**config.mk**
```make
export PLATFORM = sky130hd
export DESIGN_NAME = round_robin_process_scheduler_unit
export DESIGN_NICKNAME = d
export VERILOG_FILES = /design/src/rtl/rrps_pkg.sv /design/src/rtl/round_robin_process_scheduler_unit.sv /design/src/rtl/rrps_ctrl.sv /design/src/rtl/rrps_dp.sv
export SDC_FILE = /design/constraint.sdc
export NUM_CORES = 2
export LEC_CHECK = 0
export BUFFER_PORTS_ARGS = -buffer_cell sky130_fd_sc_hd__buf_2
export CORE_MARGIN = 10
export CORE_UTILIZATION = 30
export DETAILED_ROUTE_END_ITERATION = 10
export SLEW_MARGIN = 5
export SYNTH_ARGS = -nofsm -noshare
export SYNTH_HDL_FRONTEND = slang
export SYNTH_HIERARCHICAL = 1
export SYNTH_SLANG_ARGS = --single-unit
```
**constraint.sdc**
```tcl
create_clock -name clk -period 7.65 [get_ports clk]
set_input_delay 0.765 -clock clk [delete_from_list [all_inputs] [get_ports clk]]
set_output_delay 0.765 -clock clk [all_outputs]
set_load 0.1 [all_outputs]
```
**src/rtl/rrps_pkg.sv**
```systemverilog
package rrps_pkg;

    localparam int TICK_W  = 21;
    localparam int TIME_W  = 16;
    localparam logic [TICK_W-1:0] TICK_MAX = 21'h1FFFFF;
    localparam logic [TIME_W-1:0] QUANTUM_RESET = 16'd4;

    typedef enum logic {
        REQ_LOAD  = 1'b0,
        REQ_SCHED = 1'b1
    } req_kind_t;

    typedef struct packed {
        logic              req_type;
        logic [TIME_W-1:0] arrival_time;
        logic [TIME_W-1:0] burst_time;
    } rrps_req_t;

    typedef struct packed {
        logic [3:0]        proc_id;
        logic              is_idle;
        logic [TICK_W-1:0] block_start;
        logic [TICK_W-1:0] block_end;
        logic              finished;
        logic [TICK_W-1:0] turnaround;
        logic [TICK_W-1:0] waiting;
        logic [TICK_W-1:0] response;
        logic              all_done;
    } rrps_res_t;

    typedef enum logic [3:0] {
        S_IDLE,
        S_ADMIT,
        S_DECIDE,
        S_IMIN,
        S_ICHK,
        S_POP,
        S_SMIN,
        S_SCHK,
        S_SADMIT,
        S_FIN
    } rrps_state_t;

    typedef enum logic [3:0] {
        OP_NONE,
        OP_LOAD,
        OP_ADMIT_T0,
        OP_ADMIT_MIN,
        OP_MIN,
        OP_POP,
        OP_IDLE_EMIT,
        OP_SLICE_CHK,
        OP_FIN
    } rrps_op_t;

    typedef struct packed {
        rrps_op_t op;
    } rrps_cmd_t;

    typedef struct packed {
        logic scan_end;
        logic all_done;
        logic ring_empty;
        logic more;
    } rrps_status_t;

endpackage

```
**src/rtl/round_robin_process_scheduler_unit.sv**
```systemverilog
// Round-robin process scheduler with a time quantum.
// Request channel: start/busy. A request transfers at a rising edge with start
// high and busy low. req_type 0 loads one process (taken in that same edge,
// busy stays low); loads beyond MAX_PROCS are dropped. req_type 1 schedules
// one Gantt block.
// Result channel: result_valid strobes for one cycle with the block in result;
// the receiver cannot stall, so each result must be taken when shown.
// Steps of a schedule request: an admit sweep over the loaded entries, then a
// decision step. An idle block then takes a min-arrival sweep and an emit step.
// A process slice takes a pop step, a min-arrival sweep and a check step, then
// one admit sweep, min sweep and check per distinct arrival tick inside the
// slice, then a finish step.
// The strobe comes in the first cycle with busy low; the register-file sweeps
// go one entry per cycle. A request that yields no block returns busy low with
// no strobe. time_quantum is written by quantum_we/quantum_data; the user must
// write it only while idle, as the block does not enforce this; 0 acts as 1.
// Reset (rst_n low, async) empties the process table and the ready queue,
// zeroes the tick, and sets the quantum to 4.
module round_robin_process_scheduler_unit
    import rrps_pkg::*;
#(
    parameter int MAX_PROCS = 16
)
(
    input  logic              clk,
    input  logic              rst_n,
    input  logic              start,
    output logic              busy,
    input  rrps_req_t         request,
    input  logic              quantum_we,
    input  logic [TIME_W-1:0] quantum_data,
    output logic              result_valid,
    output rrps_res_t         result
);

    rrps_cmd_t    cmd;
    rrps_status_t status;

    rrps_ctrl u_ctrl (
        .clk      (clk),
        .rst_n    (rst_n),
        .start    (start),
        .req_type (request.req_type),
        .status   (status),
        .cmd      (cmd),
        .busy     (busy)
    );

    rrps_dp #(
        .MAX_PROCS (MAX_PROCS)
    ) u_dp (
        .clk          (clk),
        .rst_n        (rst_n),
        .cmd          (cmd),
        .request      (request),
        .quantum_we   (quantum_we),
        .quantum_data (quantum_data),
        .status       (status),
        .result_valid (result_valid),
        .result       (result)
    );

    a_strobe_single: assert property (@(posedge clk) disable iff (!rst_n)
        result_valid |=> !result_valid)
        else $error("result strobe held two cycles");

    a_load_quick: assert property (@(posedge clk) disable iff (!rst_n)
        (start && !busy && !request.req_type) |=> !busy)
        else $error("load transfer made the block busy");

    a_idle_order: assert property (@(posedge clk) disable iff (!rst_n)
        (result_valid && result.is_idle) |-> (result.block_end > result.block_start))
        else $error("idle block does not move time forward");

    a_no_result_busy_start: assert property (@(posedge clk) disable iff (!rst_n)
        (start && !busy && request.req_type) |=> (busy && !result_valid))
        else $error("schedule transfer did not start a sweep");

endmodule

```
**src/rtl/rrps_ctrl.sv**
```systemverilog
module rrps_ctrl
    import rrps_pkg::*;
(
    input  logic         clk,
    input  logic         rst_n,
    input  logic         start,
    input  logic         req_type,
    input  rrps_status_t status,
    output rrps_cmd_t    cmd,
    output logic         busy
);

    rrps_state_t state_reg, state_next;

    always_ff @(posedge clk or negedge rst_n)
    begin
        if (!rst_n)
        begin
            state_reg <= S_IDLE;
        end
        else
        begin
            state_reg <= state_next;
        end
    end

    always_comb
    begin
        state_next = state_reg;
        unique case (state_reg)
            S_IDLE:
            begin
                if (start && req_type == REQ_SCHED)
                begin
                    state_next = S_ADMIT;
                end
            end
            S_ADMIT:
            begin
                if (status.scan_end)
                begin
                    state_next = S_DECIDE;
                end
            end
            S_DECIDE:
            begin
                priority if (status.all_done)
                begin
                    state_next = S_IDLE;
                end
                else if (status.ring_empty)
                begin
                    state_next = S_IMIN;
                end
                else
                begin
                    state_next = S_POP;
                end
            end
            S_IMIN:
            begin
                if (status.scan_end)
                begin
                    state_next = S_ICHK;
                end
            end
            S_ICHK:   state_next = S_IDLE;
            S_POP:    state_next = S_SMIN;
            S_SMIN:
            begin
                if (status.scan_end)
                begin
                    state_next = S_SCHK;
                end
            end
            S_SCHK:   state_next = status.more ? S_SADMIT : S_FIN;
            S_SADMIT:
            begin
                if (status.scan_end)
                begin
                    state_next = S_SMIN;
                end
            end
            S_FIN:    state_next = S_IDLE;
            default:  state_next = S_IDLE;
        endcase
    end

    always_comb
    begin
        cmd.op = OP_NONE;
        busy   = 1'b1;
        unique case (state_reg)
            S_IDLE:
            begin
                busy = 1'b0;
                if (start && req_type == REQ_LOAD)
                begin
                    cmd.op = OP_LOAD;
                end
            end
            S_ADMIT:  cmd.op = OP_ADMIT_T0;
            S_DECIDE: cmd.op = OP_NONE;
            S_IMIN:   cmd.op = OP_MIN;
            S_ICHK:   cmd.op = OP_IDLE_EMIT;
            S_POP:    cmd.op = OP_POP;
            S_SMIN:   cmd.op = OP_MIN;
            S_SCHK:   cmd.op = OP_SLICE_CHK;
            S_SADMIT: cmd.op = OP_ADMIT_MIN;
            S_FIN:    cmd.op = OP_FIN;
            default:  cmd.op = OP_NONE;
        endcase
    end

endmodule

```
**src/rtl/rrps_dp.sv**
```systemverilog
module rrps_dp
    import rrps_pkg::*;
#(
    parameter int MAX_PROCS = 16
)
(
    input  logic              clk,
    input  logic              rst_n,
    input  rrps_cmd_t         cmd,
    input  rrps_req_t         request,
    input  logic              quantum_we,
    input  logic [TIME_W-1:0] quantum_data,
    output rrps_status_t      status,
    output logic              result_valid,
    output rrps_res_t         result
);

    localparam int IW = $clog2(MAX_PROCS);
    localparam int CW = $clog2(MAX_PROCS + 1);
    localparam logic [CW-1:0] CAP = CW'(MAX_PROCS);

    logic [TIME_W-1:0] arr_mem   [MAX_PROCS];
    logic [TIME_W-1:0] burst_mem [MAX_PROCS];
    logic [TIME_W-1:0] rem_mem   [MAX_PROCS];
    logic [TICK_W-1:0] fs_mem    [MAX_PROCS];
    logic [IW-1:0]     ring_mem  [MAX_PROCS];

    logic [MAX_PROCS-1:0] started_reg, started_next;
    logic [MAX_PROCS-1:0] queued_reg, queued_next;
    logic [TIME_W-1:0] quantum_reg;
    logic [IW-1:0]     head_reg, head_next;
    logic [CW-1:0]     count_reg, count_next;
    logic [TICK_W-1:0] tick_reg, tick_next;
    logic [CW-1:0]     loaded_reg, loaded_next;
    logic [CW-1:0]     done_reg, done_next;
    logic [CW-1:0]     idx_reg, idx_next;
    logic              found_reg, found_next;
    logic [TIME_W-1:0] min_reg, min_next;
    logic [IW-1:0]     cur_reg, cur_next;
    logic [TICK_W-1:0] start_reg, start_next;
    logic [TICK_W-1:0] end_reg, end_next;
    logic              res_valid_reg, res_valid_next;
    rrps_res_t         res_reg, res_next;

    logic [IW-1:0]     sidx;
    logic              scan_in;
    logic [TICK_W-1:0] thr;
    logic              admit_op;
    logic              admit_hit;
    logic              push_en;
    logic [IW-1:0]     push_data;
    logic [CW:0]       pos_sum;
    logic [IW-1:0]     push_pos;
    logic [IW-1:0]     pidx;
    logic [TIME_W-1:0] q_eff;
    logic [TIME_W-1:0] rem_p;
    logic [TIME_W-1:0] run;
    logic [TICK_W:0]   end_sum;
    logic [TICK_W-1:0] end_sat;
    logic              fin_now;
    logic [TICK_W-1:0] tat;
    logic [TICK_W-1:0] burst_c;
    logic [TICK_W-1:0] wt;
    logic [TICK_W-1:0] rsp;
    logic [IW+3:0]     cur_ext;
    logic [IW-1:0]     load_idx;
    logic              load_en;

    assign sidx     = idx_reg[IW-1:0];
    assign scan_in  = idx_reg < loaded_reg;
    assign admit_op = cmd.op == OP_ADMIT_T0 || cmd.op == OP_ADMIT_MIN;
    assign thr      = (cmd.op == OP_ADMIT_T0) ? tick_reg : TICK_W'(min_reg);
    assign admit_hit = scan_in && !queued_reg[sidx] && (TICK_W'(arr_mem[sidx]) <= thr);
    assign fin_now  = rem_mem[cur_reg] == '0;

    assign push_en   = ((admit_op && admit_hit) || (cmd.op == OP_FIN && !fin_now))
                       && (count_reg < CAP);
    assign push_data = (cmd.op == OP_FIN) ? cur_reg : sidx;
    assign pos_sum   = (CW+1)'(head_reg) + (CW+1)'(count_reg);
    assign push_pos  = (pos_sum >= (CW+1)'(MAX_PROCS))
                       ? IW'(pos_sum - (CW+1)'(MAX_PROCS)) : IW'(pos_sum);

    assign pidx    = ring_mem[head_reg];
    assign q_eff   = (quantum_reg == '0) ? TIME_W'(1) : quantum_reg;
    assign rem_p   = rem_mem[pidx];
    assign run     = (rem_p < q_eff) ? rem_p : q_eff;
    assign end_sum = (TICK_W+1)'(tick_reg) + (TICK_W+1)'(run);
    assign end_sat = (end_sum > (TICK_W+1)'(TICK_MAX)) ? TICK_MAX : end_sum[TICK_W-1:0];

    assign tat     = end_reg - TICK_W'(arr_mem[cur_reg]);
    assign burst_c = TICK_W'(burst_mem[cur_reg]);
    assign wt      = (tat > burst_c) ? tat - burst_c : '0;
    assign rsp     = fs_mem[cur_reg] - TICK_W'(arr_mem[cur_reg]);
    assign cur_ext = (IW+4)'(cur_reg);

    assign load_en  = cmd.op == OP_LOAD && loaded_reg < CAP;
    assign load_idx = loaded_reg[IW-1:0];

    always_comb
    begin
        started_next   = started_reg;
        queued_next    = queued_reg;
        head_next      = head_reg;
        count_next     = count_reg;
        tick_next      = tick_reg;
        loaded_next    = loaded_reg;
        done_next      = done_reg;
        idx_next       = idx_reg;
        found_next     = found_reg;
        min_next       = min_reg;
        cur_next       = cur_reg;
        start_next     = start_reg;
        end_next       = end_reg;
        res_valid_next = 1'b0;
        res_next       = res_reg;

        if (push_en)
        begin
            count_next = count_reg + CW'(1);
        end

        unique case (cmd.op)
            OP_LOAD:
            begin
                if (load_en)
                begin
                    started_next[load_idx] = 1'b0;
                    queued_next[load_idx]  = 1'b0;
                    loaded_next = loaded_reg + CW'(1);
                end
            end
            OP_ADMIT_T0, OP_ADMIT_MIN:
            begin
                idx_next = scan_in ? idx_reg + CW'(1) : '0;
                if (admit_hit)
                begin
                    queued_next[sidx] = 1'b1;
                end
            end
            OP_MIN:
            begin
                idx_next = scan_in ? idx_reg + CW'(1) : '0;
                if (scan_in && !queued_reg[sidx] && (!found_reg || arr_mem[sidx] < min_reg))
                begin
                    min_next   = arr_mem[sidx];
                    found_next = 1'b1;
                end
            end
            OP_POP:
            begin
                cur_next   = pidx;
                head_next  = (head_reg == IW'(MAX_PROCS - 1)) ? '0 : head_reg + IW'(1);
                count_next = count_reg - CW'(1);
                started_next[pidx] = 1'b1;
                start_next = tick_reg;
                end_next   = end_sat;
                tick_next  = end_sat;
            end
            OP_IDLE_EMIT:
            begin
                found_next = 1'b0;
                if (found_reg)
                begin
                    tick_next            = TICK_W'(min_reg);
                    res_valid_next       = 1'b1;
                    res_next.proc_id     = '0;
                    res_next.is_idle     = 1'b1;
                    res_next.block_start = tick_reg;
                    res_next.block_end   = TICK_W'(min_reg);
                    res_next.finished    = 1'b0;
                    res_next.turnaround  = '0;
                    res_next.waiting     = '0;
                    res_next.response    = '0;
                    res_next.all_done    = 1'b0;
                end
            end
            OP_SLICE_CHK:
            begin
                found_next = 1'b0;
            end
            OP_FIN:
            begin
                res_valid_next       = 1'b1;
                res_next.proc_id     = cur_ext[3:0];
                res_next.is_idle     = 1'b0;
                res_next.block_start = start_reg;
                res_next.block_end   = end_reg;
                res_next.finished    = fin_now;
                if (fin_now)
                begin
                    done_next           = done_reg + CW'(1);
                    res_next.turnaround = tat;
                    res_next.waiting    = wt;
                    res_next.response   = rsp;
                end
                else
                begin
                    res_next.turnaround = '0;
                    res_next.waiting    = '0;
                    res_next.response   = '0;
                end
                res_next.all_done = (fin_now ? done_reg + CW'(1) : done_reg) >= loaded_reg;
            end
            default:
            begin
            end
        endcase
    end

    always_ff @(posedge clk or negedge rst_n)
    begin
        if (!rst_n)
        begin
            started_reg   <= '0;
            queued_reg    <= '0;
            quantum_reg   <= QUANTUM_RESET;
            head_reg      <= '0;
            count_reg     <= '0;
            tick_reg      <= '0;
            loaded_reg    <= '0;
            done_reg      <= '0;
            idx_reg       <= '0;
            found_reg     <= 1'b0;
            res_valid_reg <= 1'b0;
        end
        else
        begin
            started_reg   <= started_next;
            queued_reg    <= queued_next;
            head_reg      <= head_next;
            count_reg     <= count_next;
            tick_reg      <= tick_next;
            loaded_reg    <= loaded_next;
            done_reg      <= done_next;
            idx_reg       <= idx_next;
            found_reg     <= found_next;
            res_valid_reg <= res_valid_next;
            if (quantum_we)
            begin
                quantum_reg <= quantum_data;
            end
        end
    end

    always_ff @(posedge clk)
    begin
        min_reg   <= min_next;
        cur_reg   <= cur_next;
        start_reg <= start_next;
        end_reg   <= end_next;
        res_reg   <= res_next;
        if (load_en)
        begin
            arr_mem[load_idx]   <= request.arrival_time;
            burst_mem[load_idx] <= request.burst_time;
        end
        if (load_en)
        begin
            rem_mem[load_idx] <= request.burst_time;
        end
        else if (cmd.op == OP_POP)
        begin
            rem_mem[pidx] <= rem_p - run;
        end
        if (cmd.op == OP_POP && !started_reg[pidx])
        begin
            fs_mem[pidx] <= tick_reg;
        end
        if (push_en)
        begin
            ring_mem[push_pos] <= push_data;
        end
    end

    assign status.scan_end   = !scan_in;
    assign status.all_done   = done_reg >= loaded_reg;
    assign status.ring_empty = count_reg == '0;
    assign status.more       = found_reg && (TICK_W'(min_reg) <= end_reg);

    assign result_valid = res_valid_reg;
    assign result       = res_reg;

endmodule
```
==> reports/results.tsv <==
metric	value	unit
placed cell areas	0.0701	mm2
fraction of final layout cells sized beyond drive strength 1	0.229	
number of hold violations in the final report	0	
CTS tree	yes	
insertion delay to the later sink of the worst-skew pair	0.81	ns
Largest register FFs	336	
maximum vdd ir drop	0.000427	V
vias in the first global route	39100	
RSZ-0062 raised after global routing	false	
H-Tree Level Count	4	
setup tns final	0	ns
share of Yosys cell area claimed by the top area cell type	0.621	
count of final max-slew check failures	0	
data arrival time at the worst-slack endpoint	7.79	ns
Synth Cell Area	0.0649	mm2
worst max-slew margin expressed relative to the limit	0.213	
detailed placement HPWL	130000	um
TritonCTS Sinks	1445	
average routed wire per standard cell	26.7	um
std cell rows	170	
die area	0.235	mm2
number of flip-flops and latches in the synthesized netlist	1445	
cell accounting for the most synthesized area	edfxtp_1	
global-route wire length before repair	284000	um
transition time at the pin with the least slew margin	1.18	ns
buffer levels on the longest clock path	3	
IO Port Bufs	166	
1st-pass router iterations	5	
type of the worst min-delay path	input port to flop	
clk root buf	clkbuf_16	
placer's final routability congestion estimate	0.901	
I/O Pins	167	
Critical-path top delay cell	a311oi_1	
final cycle utilization of the critical path	0.939	
final non-filler cell area	0.0752	mm2
antenna violations before repair	20	
number of cells produced by synthesis	4118	
antenna-violating nets left	0	
count of flip-flops with a built-in enable after synthesis	1342	
Max Clock Freq	0.139	GHz
via-per-instance ratio	5.27	
Worst Path Required	8.26	ns
Die H	485	um
global route overflow	0	
CTS clock-pin slew for the worst setup and hold paths	0.06	ns
Max Clock Skew	0.0296	ns
sequential element share of the synthesized area	0.660	
number of nets in the finished design	4645	
Num CTS Buffers	153	
count of unique library cells instantiated by Yosys	85	
area of the placeable core	0.215	mm2
number of maximum-capacitance constraint violations	0	
vias post-DR	38800	
syn avg cell area	15.8	um2
status	finished clean	
Initial Util	0.302	
Iteration-0 DRC Markers	4134	
number of remaining DRC errors	0	
register ranked first by flip-flop count	u_dp/fs_mem	
Slowest Stage Delay on Critical Path	0.54	ns
startpoint type of the worst setup path	flop	
reported leakage power	25.7	nW
count of fill cells added during filler insertion	20300	
type of the setup path with the least slack	flop to flop	
gr usage total	0.163	
final setup violation count	0	
ranking of synthesized cells by area	edfxtp_1 62%, mux4_2 13%, dfrtp_1 3.8%	
Top FF cell, synth	edfxtp_1	
proportion of synthesized flip-flops having asynchronous set or reset	0.0685	
maximum number of pins on one net before global-route repair	91	
Pwr Density	446	mW/mm2
Tmin final	7.18	ns
Synth warnings	6	
sum of routed wire length over all layers	197000	um
die width	485	um
critical path fanouts, max	25	
syn_nets	4350	
kind of end point of the critical path	flop	
growth of design area from synthesis to finish	15.8	%
==> layer usage <==
| layer | wire [um] | up-vias | global-route usage |
|---|---|---|---|
| li1 | - | 16800 | - |
| met1 | 79400 | 20100 | 0.213 |
| met2 | 93400 | 1619 | 0.264 |
| met3 | 15600 | 365 | 0.0351 |
| met4 | 8640 | 12 | 0.0660 |
| met5 | 81 | - | 0 |
==> cell families after synthesis <==
group / synth area share
flops: 0.660
simple gates: 0.0819
compound gates: 0.0513
mux: 0.138
buf+inv: 0.0217
fa+ha+maj: 0.0353
xor+xnor: 0.0116
==> cells in the final DEF, fill, tap and decap left out, drive strengths merged, types with 24 or more instances in the layout <==
cell	Yosys	layout
edfxtp	1342	1342
nand2	466	466
mux4	369	369
buf	77	334
nor2	194	194
clkbuf	118	194
ha	172	172
inv	155	167
o21ai	125	125
nand3	108	108
a21oi	99	99
dfrtp	98	98
nor3	75	75
xnor2	57	57
nor4	53	53
a311oi	47	47
a21o	46	46
clkinv	0	45
and3	40	40
mux2i	37	37
o21a	35	35
nand2b	30	30
xor2	29	29
nor2b	28	28
and2	26	26
mux2	25	25
a31oi	24	24
==> repair_timing <==
action,CTS,global route
setup endpoints to repair,22,113
hold endpoints to repair,30,0
resized for setup,2,19
setup buffers,1,2
pin swaps,1,0
hold buffers,1,0
==> metrics by stage <==
step                setup WS, ns  hold slack, ns  power, W  cells  utilization
floorplan                  0.576           0.433    0.0207   4118            -
global placement           0.113           0.466    0.0257   7092        0.326
detailed placement        0.0404           0.471    0.0258   7092        0.326
CTS                       0.0254           0.162    0.0334   7367        0.349
global route              0.0369           0.193    0.0353   7369        0.350
finish                     0.467           0.228    0.0336   7370        0.350
==> report_power, final <==
group	total, W	internal [W]	switching [W]
Clock	0.00752	0.00438	0.00314
Combinational	0.0157	0.00611	0.00958
Sequential	0.0103	0.00962	0.000733
Total	0.0336	0.0201	0.0135
==> path summary, 6_finish.rpt <==
path | start | endpoint | slack [ns] | cells after the start
setup / recovery | u_dp/head_reg[2] | u_dp/rem_mem[13][14] | 0.47 | 28
hold / removal | quantum_data[0] | u_dp/quantum_reg[0] | 0.23 | 2
setup reg to reg | u_dp/head_reg[2] | u_dp/rem_mem[13][14] | 0.47 | 28
hold reg to reg | u_dp/queued_reg[6] | u_dp/queued_reg[6] | 0.48 | 2
max in group asynchronous | rst_n | u_dp/tick_reg[19] | 5.77 | 3
min in group asynchronous | rst_n | u_dp/head_reg[1] | 0.52 | 2
==> cell usage after synthesis (23+ instances only) <==
library cell / count
a21oi_1: 98
ha_1: 172
and2_1: 25
nor3_1: 74
mux2i_1: 37
xnor2_1: 57
nor2b_1: 28
buf_2: 46
o21ai_0: 116
buf_1: 23
nor4_1: 53
and3_1: 40
nand2_1: 466
a21o_1: 46
mux4_2: 369
xor2_1: 29
a31oi_1: 24
nor2_1: 193
clkbuf_1: 118
nand2b_1: 30
dfrtp_1: 98
edfxtp_1: 1342
nand3_1: 108
inv_1: 151
o21a_1: 35
nand4_1: 23
a311oi_1: 47
==> critical path, delay by kind of cell (launching register included) <==
family | cells | cell delay (ns)
AO/OA/AOI/OAI | 14 | 2.99
multiplexers | 3 | 0.96
AND/OR/NAND/NOR | 5 | 0.92
adder cells (fa/ha/maj) | 3 | 0.82
flip-flops | 1 | 0.45
buffers and inverters | 3 | 0.78
==> layout make-up <==
| type | count | area (um2) | area share |
|---|---|---|---|
| clock inverter | 79 | 942 | 0.0125 |
| inverter | 155 | 591 | 0.00785 |
| timing repair buffer | 335 | 2250 | 0.0299 |
| clock buffer | 194 | 4090 | 0.0543 |
| sequential | 1445 | 42900 | 0.570 |
| multi-input combinational | 2323 | 20900 | 0.278 |
| tap | 2838 | 3550 | 0.0472 |
| antenna | 1 | 2.50 | 0.0000333 |
Note: power is estimated with default switching activity, not from simulation.
